$ cat src/sv/ubwa_pkg.sv
// Shared types and constants for the unaligned block write assembler.
// No dependencies; used by every module of the block.
`default_nettype none

package ubwa_pkg;

  localparam int TOTAL_BLOCKS = 64;
  localparam int BLOCK_BYTES  = 8;

  localparam logic [3:0] MAX_ATTEMPTS_RST = 4'd10;
  localparam logic [3:0] ATTEMPT_SAT      = 4'd15;

  typedef enum logic [1:0] {
    MODE_START  = 2'd0,
    MODE_DATA   = 2'd1,
    MODE_STATUS = 2'd2
  } mode_t;

  typedef enum logic {
    KIND_PROGRAM = 1'b0,
    KIND_FINISH  = 1'b1
  } kind_t;

  typedef struct packed {
    logic [1:0]  mode;
    logic [15:0] start_offset;
    logic [15:0] transfer_length;
    logic        identify_ok;
    logic [7:0]  data_byte;
    logic        program_ok;
  } in_item_t;

  typedef struct packed {
    logic        kind;
    logic [5:0]  block_address;
    logic [63:0] block_data;
    logic        success;
  } out_item_t;

  // result handed from the control stage to the output register
  typedef struct packed {
    logic      valid;
    out_item_t item;
  } result_t;

endpackage

`default_nettype wire

$ cat src/sv/ubwa_ctrl.sv
// Write sequencer: phase, fill buffer, counters and the attempt register.
// Uses ubwa_pkg. Produces at most one result per accepted item.
`default_nettype none

module ubwa_ctrl (
  input  wire logic               clk,
  input  wire logic               rst_n,
  input  wire logic               accept,
  input  wire ubwa_pkg::in_item_t item,
  input  wire logic               cfg_we,
  input  wire logic [3:0]         cfg_wdata,
  output ubwa_pkg::result_t       result
);

  typedef enum logic [1:0] {
    PH_IDLE = 2'd0,
    PH_FILL = 2'd1,
    PH_WAIT = 2'd2
  } phase_t;

  phase_t      phase_r, phase_nxt;
  logic [63:0] buffer_r, buffer_nxt;
  logic [2:0]  fill_pos_r, fill_pos_nxt;
  logic [15:0] bytes_left_r, bytes_left_nxt;
  logic [5:0]  cur_block_r, cur_block_nxt;
  logic [6:0]  blocks_left_r, blocks_left_nxt;
  logic [3:0]  attempts_r, attempts_nxt;
  logic [3:0]  max_attempts_r;

  logic [12:0] first_blk;
  logic [13:0] blk_count;
  logic [13:0] blk_end;
  logic [15:0] len_m1;
  logic [15:0] bytes_dec;
  logic [6:0]  blocks_dec;
  logic [3:0]  att_inc;
  logic        reject;

  always_comb begin
    first_blk  = item.start_offset[15:3];
    len_m1     = item.transfer_length - 16'd1;
    blk_count  = (item.transfer_length == 16'd0) ? 14'd0 : ({1'b0, len_m1[15:3]} + 14'd1);
    blk_end    = {1'b0, first_blk} + blk_count;
    reject     = !item.identify_ok || (item.transfer_length == 16'd0) ||
                 (blk_end > 14'(ubwa_pkg::TOTAL_BLOCKS));
    bytes_dec  = bytes_left_r - 16'd1;
    blocks_dec = blocks_left_r - 7'd1;
    att_inc    = (attempts_r < ubwa_pkg::ATTEMPT_SAT) ? attempts_r + 4'd1 : attempts_r;
  end

  always_comb begin
    phase_nxt       = phase_r;
    buffer_nxt      = buffer_r;
    fill_pos_nxt    = fill_pos_r;
    bytes_left_nxt  = bytes_left_r;
    cur_block_nxt   = cur_block_r;
    blocks_left_nxt = blocks_left_r;
    attempts_nxt    = attempts_r;
    result          = '0;

    if (accept) begin
      case (ubwa_pkg::mode_t'(item.mode))
        ubwa_pkg::MODE_START: begin
          if (phase_r == PH_IDLE) begin
            if (reject) begin
              result.valid        = 1'b1;
              result.item.kind    = ubwa_pkg::KIND_FINISH;
              result.item.success = 1'b0;
            end else begin
              phase_nxt       = PH_FILL;
              fill_pos_nxt    = ~item.start_offset[2:0];
              bytes_left_nxt  = item.transfer_length;
              cur_block_nxt   = first_blk[5:0];
              blocks_left_nxt = blk_count[6:0];
              attempts_nxt    = '0;
            end
          end
        end
        ubwa_pkg::MODE_DATA: begin
          if (phase_r == PH_FILL) begin
            for (int b = 0; b < ubwa_pkg::BLOCK_BYTES; b++) begin
              if (fill_pos_r == 3'(b)) buffer_nxt[8*b +: 8] = item.data_byte;
            end
            bytes_left_nxt = bytes_dec;
            if (fill_pos_r == 3'd0 || bytes_dec == 16'd0) begin
              phase_nxt                 = PH_WAIT;
              attempts_nxt              = '0;
              result.valid              = 1'b1;
              result.item.kind          = ubwa_pkg::KIND_PROGRAM;
              result.item.block_address = cur_block_r;
              result.item.block_data    = buffer_nxt;
            end else begin
              fill_pos_nxt = fill_pos_r - 3'd1;
            end
          end
        end
        ubwa_pkg::MODE_STATUS: begin
          if (phase_r == PH_WAIT) begin
            attempts_nxt = att_inc;
            if (item.program_ok) begin
              blocks_left_nxt = blocks_dec;
              cur_block_nxt   = cur_block_r + 6'd1;
              attempts_nxt    = '0;
              fill_pos_nxt    = 3'd7;
              if (blocks_dec == 7'd0) begin
                phase_nxt           = PH_IDLE;
                result.valid        = 1'b1;
                result.item.kind    = ubwa_pkg::KIND_FINISH;
                result.item.success = 1'b1;
              end else begin
                phase_nxt = PH_FILL;
              end
            end else if (att_inc >= max_attempts_r) begin
              // out of retries: abandon the whole write
              phase_nxt           = PH_IDLE;
              fill_pos_nxt        = 3'd7;
              blocks_left_nxt     = '0;
              result.valid        = 1'b1;
              result.item.kind    = ubwa_pkg::KIND_FINISH;
              result.item.success = 1'b0;
            end else begin
              result.valid              = 1'b1;
              result.item.kind          = ubwa_pkg::KIND_PROGRAM;
              result.item.block_address = cur_block_r;
              result.item.block_data    = buffer_r;
            end
          end
        end
        default: ;
      endcase
    end
  end

  always_ff @(posedge clk) begin
    if (!rst_n) begin
      phase_r        <= PH_IDLE;
      buffer_r       <= '0;
      fill_pos_r     <= 3'd7;
      bytes_left_r   <= '0;
      cur_block_r    <= '0;
      blocks_left_r  <= '0;
      attempts_r     <= '0;
      max_attempts_r <= ubwa_pkg::MAX_ATTEMPTS_RST;
    end else begin
      phase_r       <= phase_nxt;
      buffer_r      <= buffer_nxt;
      fill_pos_r    <= fill_pos_nxt;
      bytes_left_r  <= bytes_left_nxt;
      cur_block_r   <= cur_block_nxt;
      blocks_left_r <= blocks_left_nxt;
      attempts_r    <= attempts_nxt;
      if (cfg_we) max_attempts_r <= cfg_wdata;
    end
  end

endmodule

`default_nettype wire

$ cat src/sv/ubwa_out_reg.sv
// Result output register with valid/stall handshake.
// Uses ubwa_pkg. Holds one result item until the consumer takes it.
`default_nettype none

module ubwa_out_reg (
  input  wire logic                clk,
  input  wire logic                rst_n,
  input  wire ubwa_pkg::result_t   result,
  output logic                     busy,
  output logic                     out_valid,
  input  wire logic                out_stall,
  output ubwa_pkg::out_item_t      out_item
);

  logic                valid_r, valid_nxt;
  ubwa_pkg::out_item_t item_r, item_nxt;
  logic                load;

  // full and stalled: upstream must hold off
  assign busy = valid_r && out_stall;
  assign load = !busy;

  always_comb begin
    valid_nxt = valid_r;
    item_nxt  = item_r;
    if (load) begin
      valid_nxt = result.valid;
      item_nxt  = result.item;
    end
  end

  always_ff @(posedge clk) begin
    if (!rst_n) begin
      valid_r <= 1'b0;
    end else begin
      valid_r <= valid_nxt;
    end
    item_r <= item_nxt;
  end

  assign out_valid = valid_r;
  assign out_item  = item_r;

endmodule

`default_nettype wire

$ cat src/sv/unaligned_block_write_assembler_unit.sv
// A result appears on out_* in the cycle after the item that causes it is accepted.
// Throughput: one item per cycle; in_stall rises only while a result waits under out_stall.
// The single output register sets that figure; all item work happens in the cycle of acceptance.
// Reset (rst_n low, synchronous): phase idle, buffer and counters cleared, fill position 7,
// max_attempts back to 10, no result pending.
`default_nettype none

module unaligned_block_write_assembler_unit (
  input  wire logic                clk,
  input  wire logic                rst_n,
  input  wire logic                in_valid,
  output logic                     in_stall,
  input  wire ubwa_pkg::in_item_t  in_item,
  output logic                     out_valid,
  input  wire logic                out_stall,
  output ubwa_pkg::out_item_t      out_item,
  input  wire logic                cfg_we,
  input  wire logic [3:0]          cfg_wdata
);

  ubwa_pkg::result_t result;
  logic              busy;
  logic              accept;

  assign in_stall = busy;
  assign accept   = in_valid && !busy;

  ubwa_ctrl u_ctrl (
    .clk       (clk),
    .rst_n     (rst_n),
    .accept    (accept),
    .item      (in_item),
    .cfg_we    (cfg_we),
    .cfg_wdata (cfg_wdata),
    .result    (result)
  );

  ubwa_out_reg u_out_reg (
    .clk       (clk),
    .rst_n     (rst_n),
    .result    (result),
    .busy      (busy),
    .out_valid (out_valid),
    .out_stall (out_stall),
    .out_item  (out_item)
  );

endmodule

`default_nettype wire

$ cat config.mk
export PLATFORM = sky130hd
export DESIGN_NAME = unaligned_block_write_assembler_unit
export DESIGN_NICKNAME = d
export VERILOG_FILES = /design/src/sv/ubwa_pkg.sv /design/src/sv/ubwa_ctrl.sv /design/src/sv/ubwa_out_reg.sv /design/src/sv/unaligned_block_write_assembler_unit.sv
export SDC_FILE = /design/constraint.sdc
export NUM_CORES = 1
export LEC_CHECK = 0
export ABC_CLOCK_PERIOD_IN_PS = 5050
export BUFFER_PORTS_ARGS = -buffer_cell sky130_fd_sc_hd__buf_2
export CAP_MARGIN = 20
export CORE_UTILIZATION = 35
export DETAILED_ROUTE_END_ITERATION = 10
export PLACE_DENSITY_LB_ADDON = 0.1
export SYNTH_ARGS = -nofsm -noshare
export SYNTH_HDL_FRONTEND = slang
export SYNTH_HIERARCHICAL = 1
export SYNTH_SLANG_ARGS = --single-unit
$ cat constraint.sdc
create_clock -name clk -period 5.05 [get_ports clk]
set_input_delay 1.01 -clock clk [delete_from_list [all_inputs] [get_ports clk]]
set_output_delay 1.01 -clock clk [all_outputs]
set_load 0.01 [all_outputs]
=== Yosys cells after proc, flatten, opt, wreduce, memory -nomap -nowiden ===
Cells that the tools add are included.

* Reductions and logical operators: 24
* Equal/unequal tests: 19
* $lt $le $gt $ge: 3
* Add/subtract/negate cells: 8
* Bitwise operators: 1
* Muxes and demuxes: 65

{| class="wikitable"
|+ Operator list
! kind !! number
|-
| 73-bit two-way mux || 2
|-
| 72-bit two-way mux || 2
|-
| 70-bit two-way mux || 2
|-
| 70-bit case mux with 2 select lines || 1
|-
| 8-bit two-way mux || 8
|-
| 16-bit two-way mux || 3
|-
| 7-bit two-way mux || 5
|-
| 16-bit zero test || 2
|-
| 16-bit case mux with 2 select lines || 1
|-
| 16-bit by 1-bit subtractor with 16-bit output, second input constant || 2
|-
| 4-bit two-way mux || 7
|-
| 6-bit two-way mux || 4
|-
| 2-bit two-way mux || 11
|-
| 3-bit two-way mux || 7
|-
| 8-bit AND reduction || 2
|-
| 13-bit by 1-bit adder with 14-bit output, second input constant || 1
|-
| 13-bit by 14-bit adder with 14-bit output || 1
|-
| 14-bit by 7-bit > comparator with 1-bit output, second input constant || 1
|-
| 14-bit two-way mux || 1
|-
| 7-bit case mux with 2 select lines || 1
|-
| 3-bit equality test, second input constant || 4
|-
| 2-bit case mux with 3 select lines || 2
|-
| 4-bit case mux with 3 select lines || 1
|-
| 6-bit case mux with 2 select lines || 1
|-
| 29 further kinds || 48
|}

* Output and inout bits: 74
* Word-level logic and storage cells: 133
* Register bits: 179
* Input port bits: 53

=== Logic depth before layout (Yosys ltp) ===
* Depth in word-level cells: 10
* Depth in mapped cells: 20
* Depth with buffers taken out: 20

=== Cells and area by module ===
Netlist, hierarchy kept.

{| class="wikitable"
|+ Modules (own cells, without submodules)
! module !! seq. area each (sq um) !! times used !! area an instance (sq um) !! cells an instance
|-
| ubwa_ctrl || 2122.0 || 1 || 7480.9 || 970
|-
| ubwa_out_reg || 2182.1 || 1 || 2199.6 || 76
|-
| unaligned_block_write_assembler_unit || 0.0 || 1 || 13.8 || 1
|}

=== Worst setup path before layout ===
Ideal clock, no wire load.

* Kind: input -> register
* From: input port in_item[10] (netlist name)
* To: register u_ctrl.blocks_left_r[6]
* Setup time: 0.119 ns
* Stages on the path: 19
* Data required time: 4.931 ns
* Arrival: 4.770 ns
* Buffers on the path: 1
* Path slack: 0.161 ns
* Cell sequence: nor3_1 xnor2_1 ha_1 nand4_1 o21ai_0 xnor2_1 nand2_1 inv_1 ha_1 and2_1 a221oi_2 a21oi_1 or3_1 a221oi_1 o2111a_1 nand4_1 a21o_1 clkbuf_1 o221a_2

* Word-level cells in the longest chain between the ends: 8

{| class="wikitable"
|+ Ends and longest elaborated chain
! what !! line !! source
|-
| start: declaration || unaligned_block_write_assembler_unit.sv:13 || <nowiki>input wire ubwa_pkg::in_item_t in_item,</nowiki>
|-
| 16-bit by 1-bit subtractor with 16-bit output || ubwa_ctrl.sv:41 || <nowiki>len_m1 = item.transfer_length - 16'd1;</nowiki>
|-
| 13-bit by 1-bit adder with 14-bit output || ubwa_ctrl.sv:42 || <nowiki>blk_count = (item.transfer_length == 16'd0) ? 14'd0 : ({1'b0, len_m1[15:3]} + 14'd1);</nowiki>
|-
| 14-bit two-way mux || ubwa_ctrl.sv:42 ||
|-
| 13-bit by 14-bit adder with 14-bit output || ubwa_ctrl.sv:43 || <nowiki>blk_end = {1'b0, first_blk} + blk_count;</nowiki>
|-
| 14-bit by 7-bit > comparator with 1-bit output || ubwa_ctrl.sv:45 || <nowiki>(blk_end > 14'(ubwa_pkg::TOTAL_BLOCKS));</nowiki>
|-
| 1-bit logical OR || ubwa_ctrl.sv:44 || <nowiki>reject = !item.identify_ok || (item.transfer_length == 16'd0) ||</nowiki>
|-
| 2-bit inequality test (no line) || -- ||
|-
| 6-bit AND reduction (no line) || -- ||
|-
| end signal: assignment || ubwa_ctrl.sv:150 || <nowiki>blocks_left_r <= blocks_left_nxt;</nowiki>
|-
| end: declaration || ubwa_ctrl.sv:26 || <nowiki>logic [6:0] blocks_left_r, blocks_left_nxt;</nowiki>
|}

Several ways; a longest one is shown, not always the timed one. The select of a mux whose other input is x is not followed.
A chain may end at the register's enable or synchronous reset.

=== Worst setup path in the final report ===
* From: input port in_item[10] (netlist name)
* To: register u_ctrl.bytes_left_r[11]

* Word-level cells in the longest chain between the ends: 8

{| class="wikitable"
|+ Ends and longest elaborated chain
! what !! line !! source
|-
| 16-bit by 1-bit subtractor with 16-bit output || ubwa_ctrl.sv:41 ||
|-
| 13-bit by 1-bit adder with 14-bit output || ubwa_ctrl.sv:42 ||
|-
| 14-bit two-way mux || ubwa_ctrl.sv:42 ||
|-
| 13-bit by 14-bit adder with 14-bit output || ubwa_ctrl.sv:43 ||
|-
| 14-bit by 7-bit > comparator with 1-bit output || ubwa_ctrl.sv:45 ||
|-
| 1-bit logical OR * || ubwa_ctrl.sv:44 ||
|-
| 2-bit inequality test (no line) * || -- ||
|-
| 5-bit AND reduction (no line) * || -- ||
|-
| end signal: assignment || ubwa_ctrl.sv:148 || <nowiki>bytes_left_r <= bytes_left_nxt;</nowiki>
|-
| end: declaration || ubwa_ctrl.sv:24 || <nowiki>logic [15:0] bytes_left_r, bytes_left_nxt;</nowiki>
|}

Every way passes the cells marked *; elsewhere a longest branch is shown, timed or not.

==> key figures <==
Synthesis
  • Synth top area share: 0.223
  • Mapped Area: 0.00969 sq mm
  • Mapped Nets: 1,134
  • Area leader, netlist: edfxtp_1
  • Seq/Total Area, Yosys: 0.444
  • Syn_area_per_cell: 9.26 sq um
  • Synth top area cells: edfxtp_1 22%, dfxtp_1 22%, mux2i_1 8.0%
  • Synth unique cells: 73
  • Yosys warning total: 6
  • Synthesized flop and latch total: between 150 and 200
  • Prevailing post-synth register cell: dfxtp_1
  • Cells after Synth: between 1k and 1.5k
  • Post-synth EDFFs: 72
  • Synth async-reset ratio: 0

Placement
  • I/O Buffers: 126
  • Inst Count DP: 1,494
  • Final HPWL DP: 18,900 um
  • Final Wtd Congestion: 0.838

Worst setup path
  • RR Endpoint: u_out_reg/out_item[33]$_DFFE_PN_
  • Kind of critical path: input port to flip-flop
  • Crit-path leading delay family: compound AO/OA/AOI/OAI gates
  • Reg2Reg Depth: 11
  • Critical path's slowest cell: nor4_4
  • Max FO, Critical Path: 8
  • CP endpoint kind: flip-flop
  • RR Startpoint: u_ctrl/bytes_left_r[0]$_SDFFE_PN0P_
  • Slowest Stage Delay on Critical Path: 320 ps
  • Critical Path RT: about 5400 ps
  • CP Cell Sequence: buf_2 > nor4_4 > xor2_1 > ha_2 > nand4_1 > buf_4 > o32ai_1 > nor2_1 > nor3_2 > ha_1 > a21o_1 > nand3_1 > nand2_1 > a31o_2 > a221oi_2 > o2111a_1 > buf_4 > and4_1 > nor2_1 > buf_12 > o32ai_1
  • CP Data Arrival Time: 5030 ps
  • CP Buf/Inv Count: 4
  • Crit start category: input port
  • Reg-to-reg setup timing slack: 1370 ps

Status
  • Status: finished, final reports clean

Timing
  • FMAX: 213 MHz
  • Max Slew Vio Count: 0
  • Clock skew: 18.6 ps
  • Worst rel slew slack: 0.361
  • Final Hold Vio Count: 0
  • Min Tclk post-route: between 4000 and 5000 ps
  • Worst Max-Slew Pin Slew: ~950 ps
  • RSZ-0062 raised after global routing: no
  • Final worst-path cycle share: 0.928
  • Setup tns final: 0 ps
  • Final setup viols: 0

Clocking
  • Worst-skew pair later-pin latency: roughly 440 ps
  • TritonCTS Buffers: 17
  • Postcts setup bufs: 0
  • Clock transition at path regs: approximately 90 ps
  • CTS tree: built
  • CTS root buffer: clkbuf_16
  • Hold Buf Count CTS: 0
  • Buffers from clock root to sink, at most: 2
  • H-tree level count: 4
  • Clock sink count: 179

Route
  • 1st-iter DRT viols: ~600
  • WL per Instance: 17.7 um
  • DRC: 0
  • Vias: 8,289
  • Drt pass-1 iters: 5
  • Vias per std cell: 5.43
  • Post-route ant nets: 0
  • Final WL: 27,000 um

Floorplanning
  • Rows: 60
  • Die Ht: 168 um
  • Top Ports: between 100 and 150
  • Core area: 0.0270 sq mm
  • Full die area: 0.0284 sq mm
  • Die X: 168 um
  • Starting Density: 0.359

Power
  • Power Dens Cells: 284 mW/mm^2
  • P_leak: 4.68 nW
  • Worst vdd ir: 0.000160 V

Finish
  • Post-Layout Cell Count: between 1.5k and 2k
  • Most common cell after layout, fill and taps aside: nor2_1
  • Area delta synth->final: 18.5%
  • Fraction of layout instances using a drive strength above 1: 0.208
  • Layout fillers: 2,721
  • Most frequent cells in the layout: 187 x nor2_1, 126 x buf_2, 107 x dfxtp_1
  • Nets: 1,259

Job
  • Max-Cap Viols: 0

Worst hold path
  • Worst hold-check path type: flip-flop to flip-flop
  • Hold Crit Endpoint: u_ctrl/bytes_left_r[5]$_SDFFE_PN0P_
  • Worst hold start: u_ctrl/bytes_left_r[5]$_SDFFE_PN0P_
  • Hold Path Depth: 2

Global routing
  • Global-route wire length before repair: 42,900 um
  • Vias in the first global route: 7,710
  • Total GRT Usage: 0.191
  • Initial antenna violation count: 3
  • Pin count of the biggest net entering global routing: 73
  • Grt total ovfl: 0
-- layer usage --
| layer | part of all wire | track usage | up-vias |
|---|---|---|---|
| li1 | - | - | 4043 |
| met1 | 0.48 | 0.269 | 3977 |
| met2 | 0.46 | 0.305 | 249 |
| met3 | 0.052 | 0.0350 | 16 |
| met4 | 0.0072 | 0.0423 | 4 |
| met5 | 0.00096 | 0 | - |
-- logic make-up after synthesis --
logic type,share of synthesized area
and+or+nand+nor,0.198
AOI/OAI and AO/OA,0.165
DFF,0.444
buffers and inverters,0.0377
muxes,0.0818
adders and majority gates,0.0447
xor gates and xnor gates,0.0289
-- stage by stage --
step,worst slack [ps],hold WS (ps),area [sq um],total power [mW],util
global route,4.16,516,11500,3.41,0.425
finish,362,488,11500,3.27,0.425
CTS,164,488,11500,3.30,0.424
floorplan,161,448,9690,1.80,-
detailed placement,-285,473,10900,1.94,0.402
global placement,-158,473,10900,1.94,0.402
-- sequential cells by signal, summed over array words and instances, names as in the netlist --
| signal | count |
|---|---|
| u_out_reg/out_valid | 1 |
| u_ctrl/bytes_left_r | 16 |
| u_out_reg/out_item | 72 |
| u_ctrl/max_attempts_r | 4 |
| u_ctrl/cur_block_r | 6 |
| u_ctrl/blocks_left_r | 7 |
| u_ctrl/phase_r | 2 |
| u_ctrl/buffer_r | 64 |
| u_ctrl/fill_pos_r | 3 |
| u_ctrl/attempts_r | 4 |
-- area by class of cell --
cell class,count,area (sq um),share of cell area
clock buffer,17,425,0.0370
antenna,1,2.50,0.000218
sequential,179,4300,0.375
timing repair buffer,170,973,0.0847
clock inverter,15,180,0.0157
tap,341,427,0.0371
multi-input combinational,772,5050,0.440
inverter,32,120,0.0105
-- tightest hold or removal path, delay by kind of cell, from the launching register on --
kind | cells | cell delay [ps]
compound gates | 1 | 70
flops | 1 | 320
simple gates | 1 | 60
-- power by group --
group / leakage, nW / internal (mW) / switching, mW / total [mW]
Sequential: 1.74 / 1.51 / 0.0123 / 1.53
Combinational: 2.65 / 0.145 / 0.243 / 0.388
Clock: 0.293 / 0.678 / 0.676 / 1.35
-- worst max path at each step --
stage,from,endpoint,slack (ps),cells past startpoint
2_1_floorplan,in_item[10],u_ctrl/blocks_left_r[6]$_SDFFE_PN0P_,160,19
3_3_place_gp,in_item[10],u_ctrl/bytes_left_r[9]$_SDFFE_PN0P_,-160,21
3_5_place_dp,in_item[10],u_ctrl/bytes_left_r[11]$_SDFFE_PN0P_,-280,20
4_1_cts,in_item[10],u_ctrl/bytes_left_r[11]$_SDFFE_PN0P_,160,21
5_1_grt,in_item[10],u_ctrl/bytes_left_r[11]$_SDFFE_PN0P_,4,21
6_report,in_item[10],u_ctrl/bytes_left_r[11]$_SDFFE_PN0P_,360,21
-- cell usage after synthesis, drive strengths merged, types with 6 or more instances --
| master | count |
|---|---|
| a211oi | 6 |
| a21o | 8 |
| a21oi | 32 |
| a22oi | 72 |
| a2bb2oi | 8 |
| and2 | 10 |
| buf | 7 |
| clkbuf | 57 |
| dfxtp | 107 |
| edfxtp | 72 |
| ha | 33 |
| inv | 31 |
| mux2i | 77 |
| nand2 | 87 |
| nand2b | 13 |
| nand3 | 28 |
| nand4 | 10 |
| nor2 | 194 |
| nor2b | 7 |
| nor3 | 27 |
| nor4 | 6 |
| o21ai | 28 |
| o221a | 8 |
| o22ai | 9 |
| o32ai | 9 |
| or3 | 9 |
| xnor2 | 17 |
| xor2 | 15 |
-- timing repair --
action	4_1_cts	5_1_grt
gates resized for setup	0	5
endpoints found under the hold margin	0	0
endpoints found under the setup margin	0	35
Power figures use the tool's default switching activity.
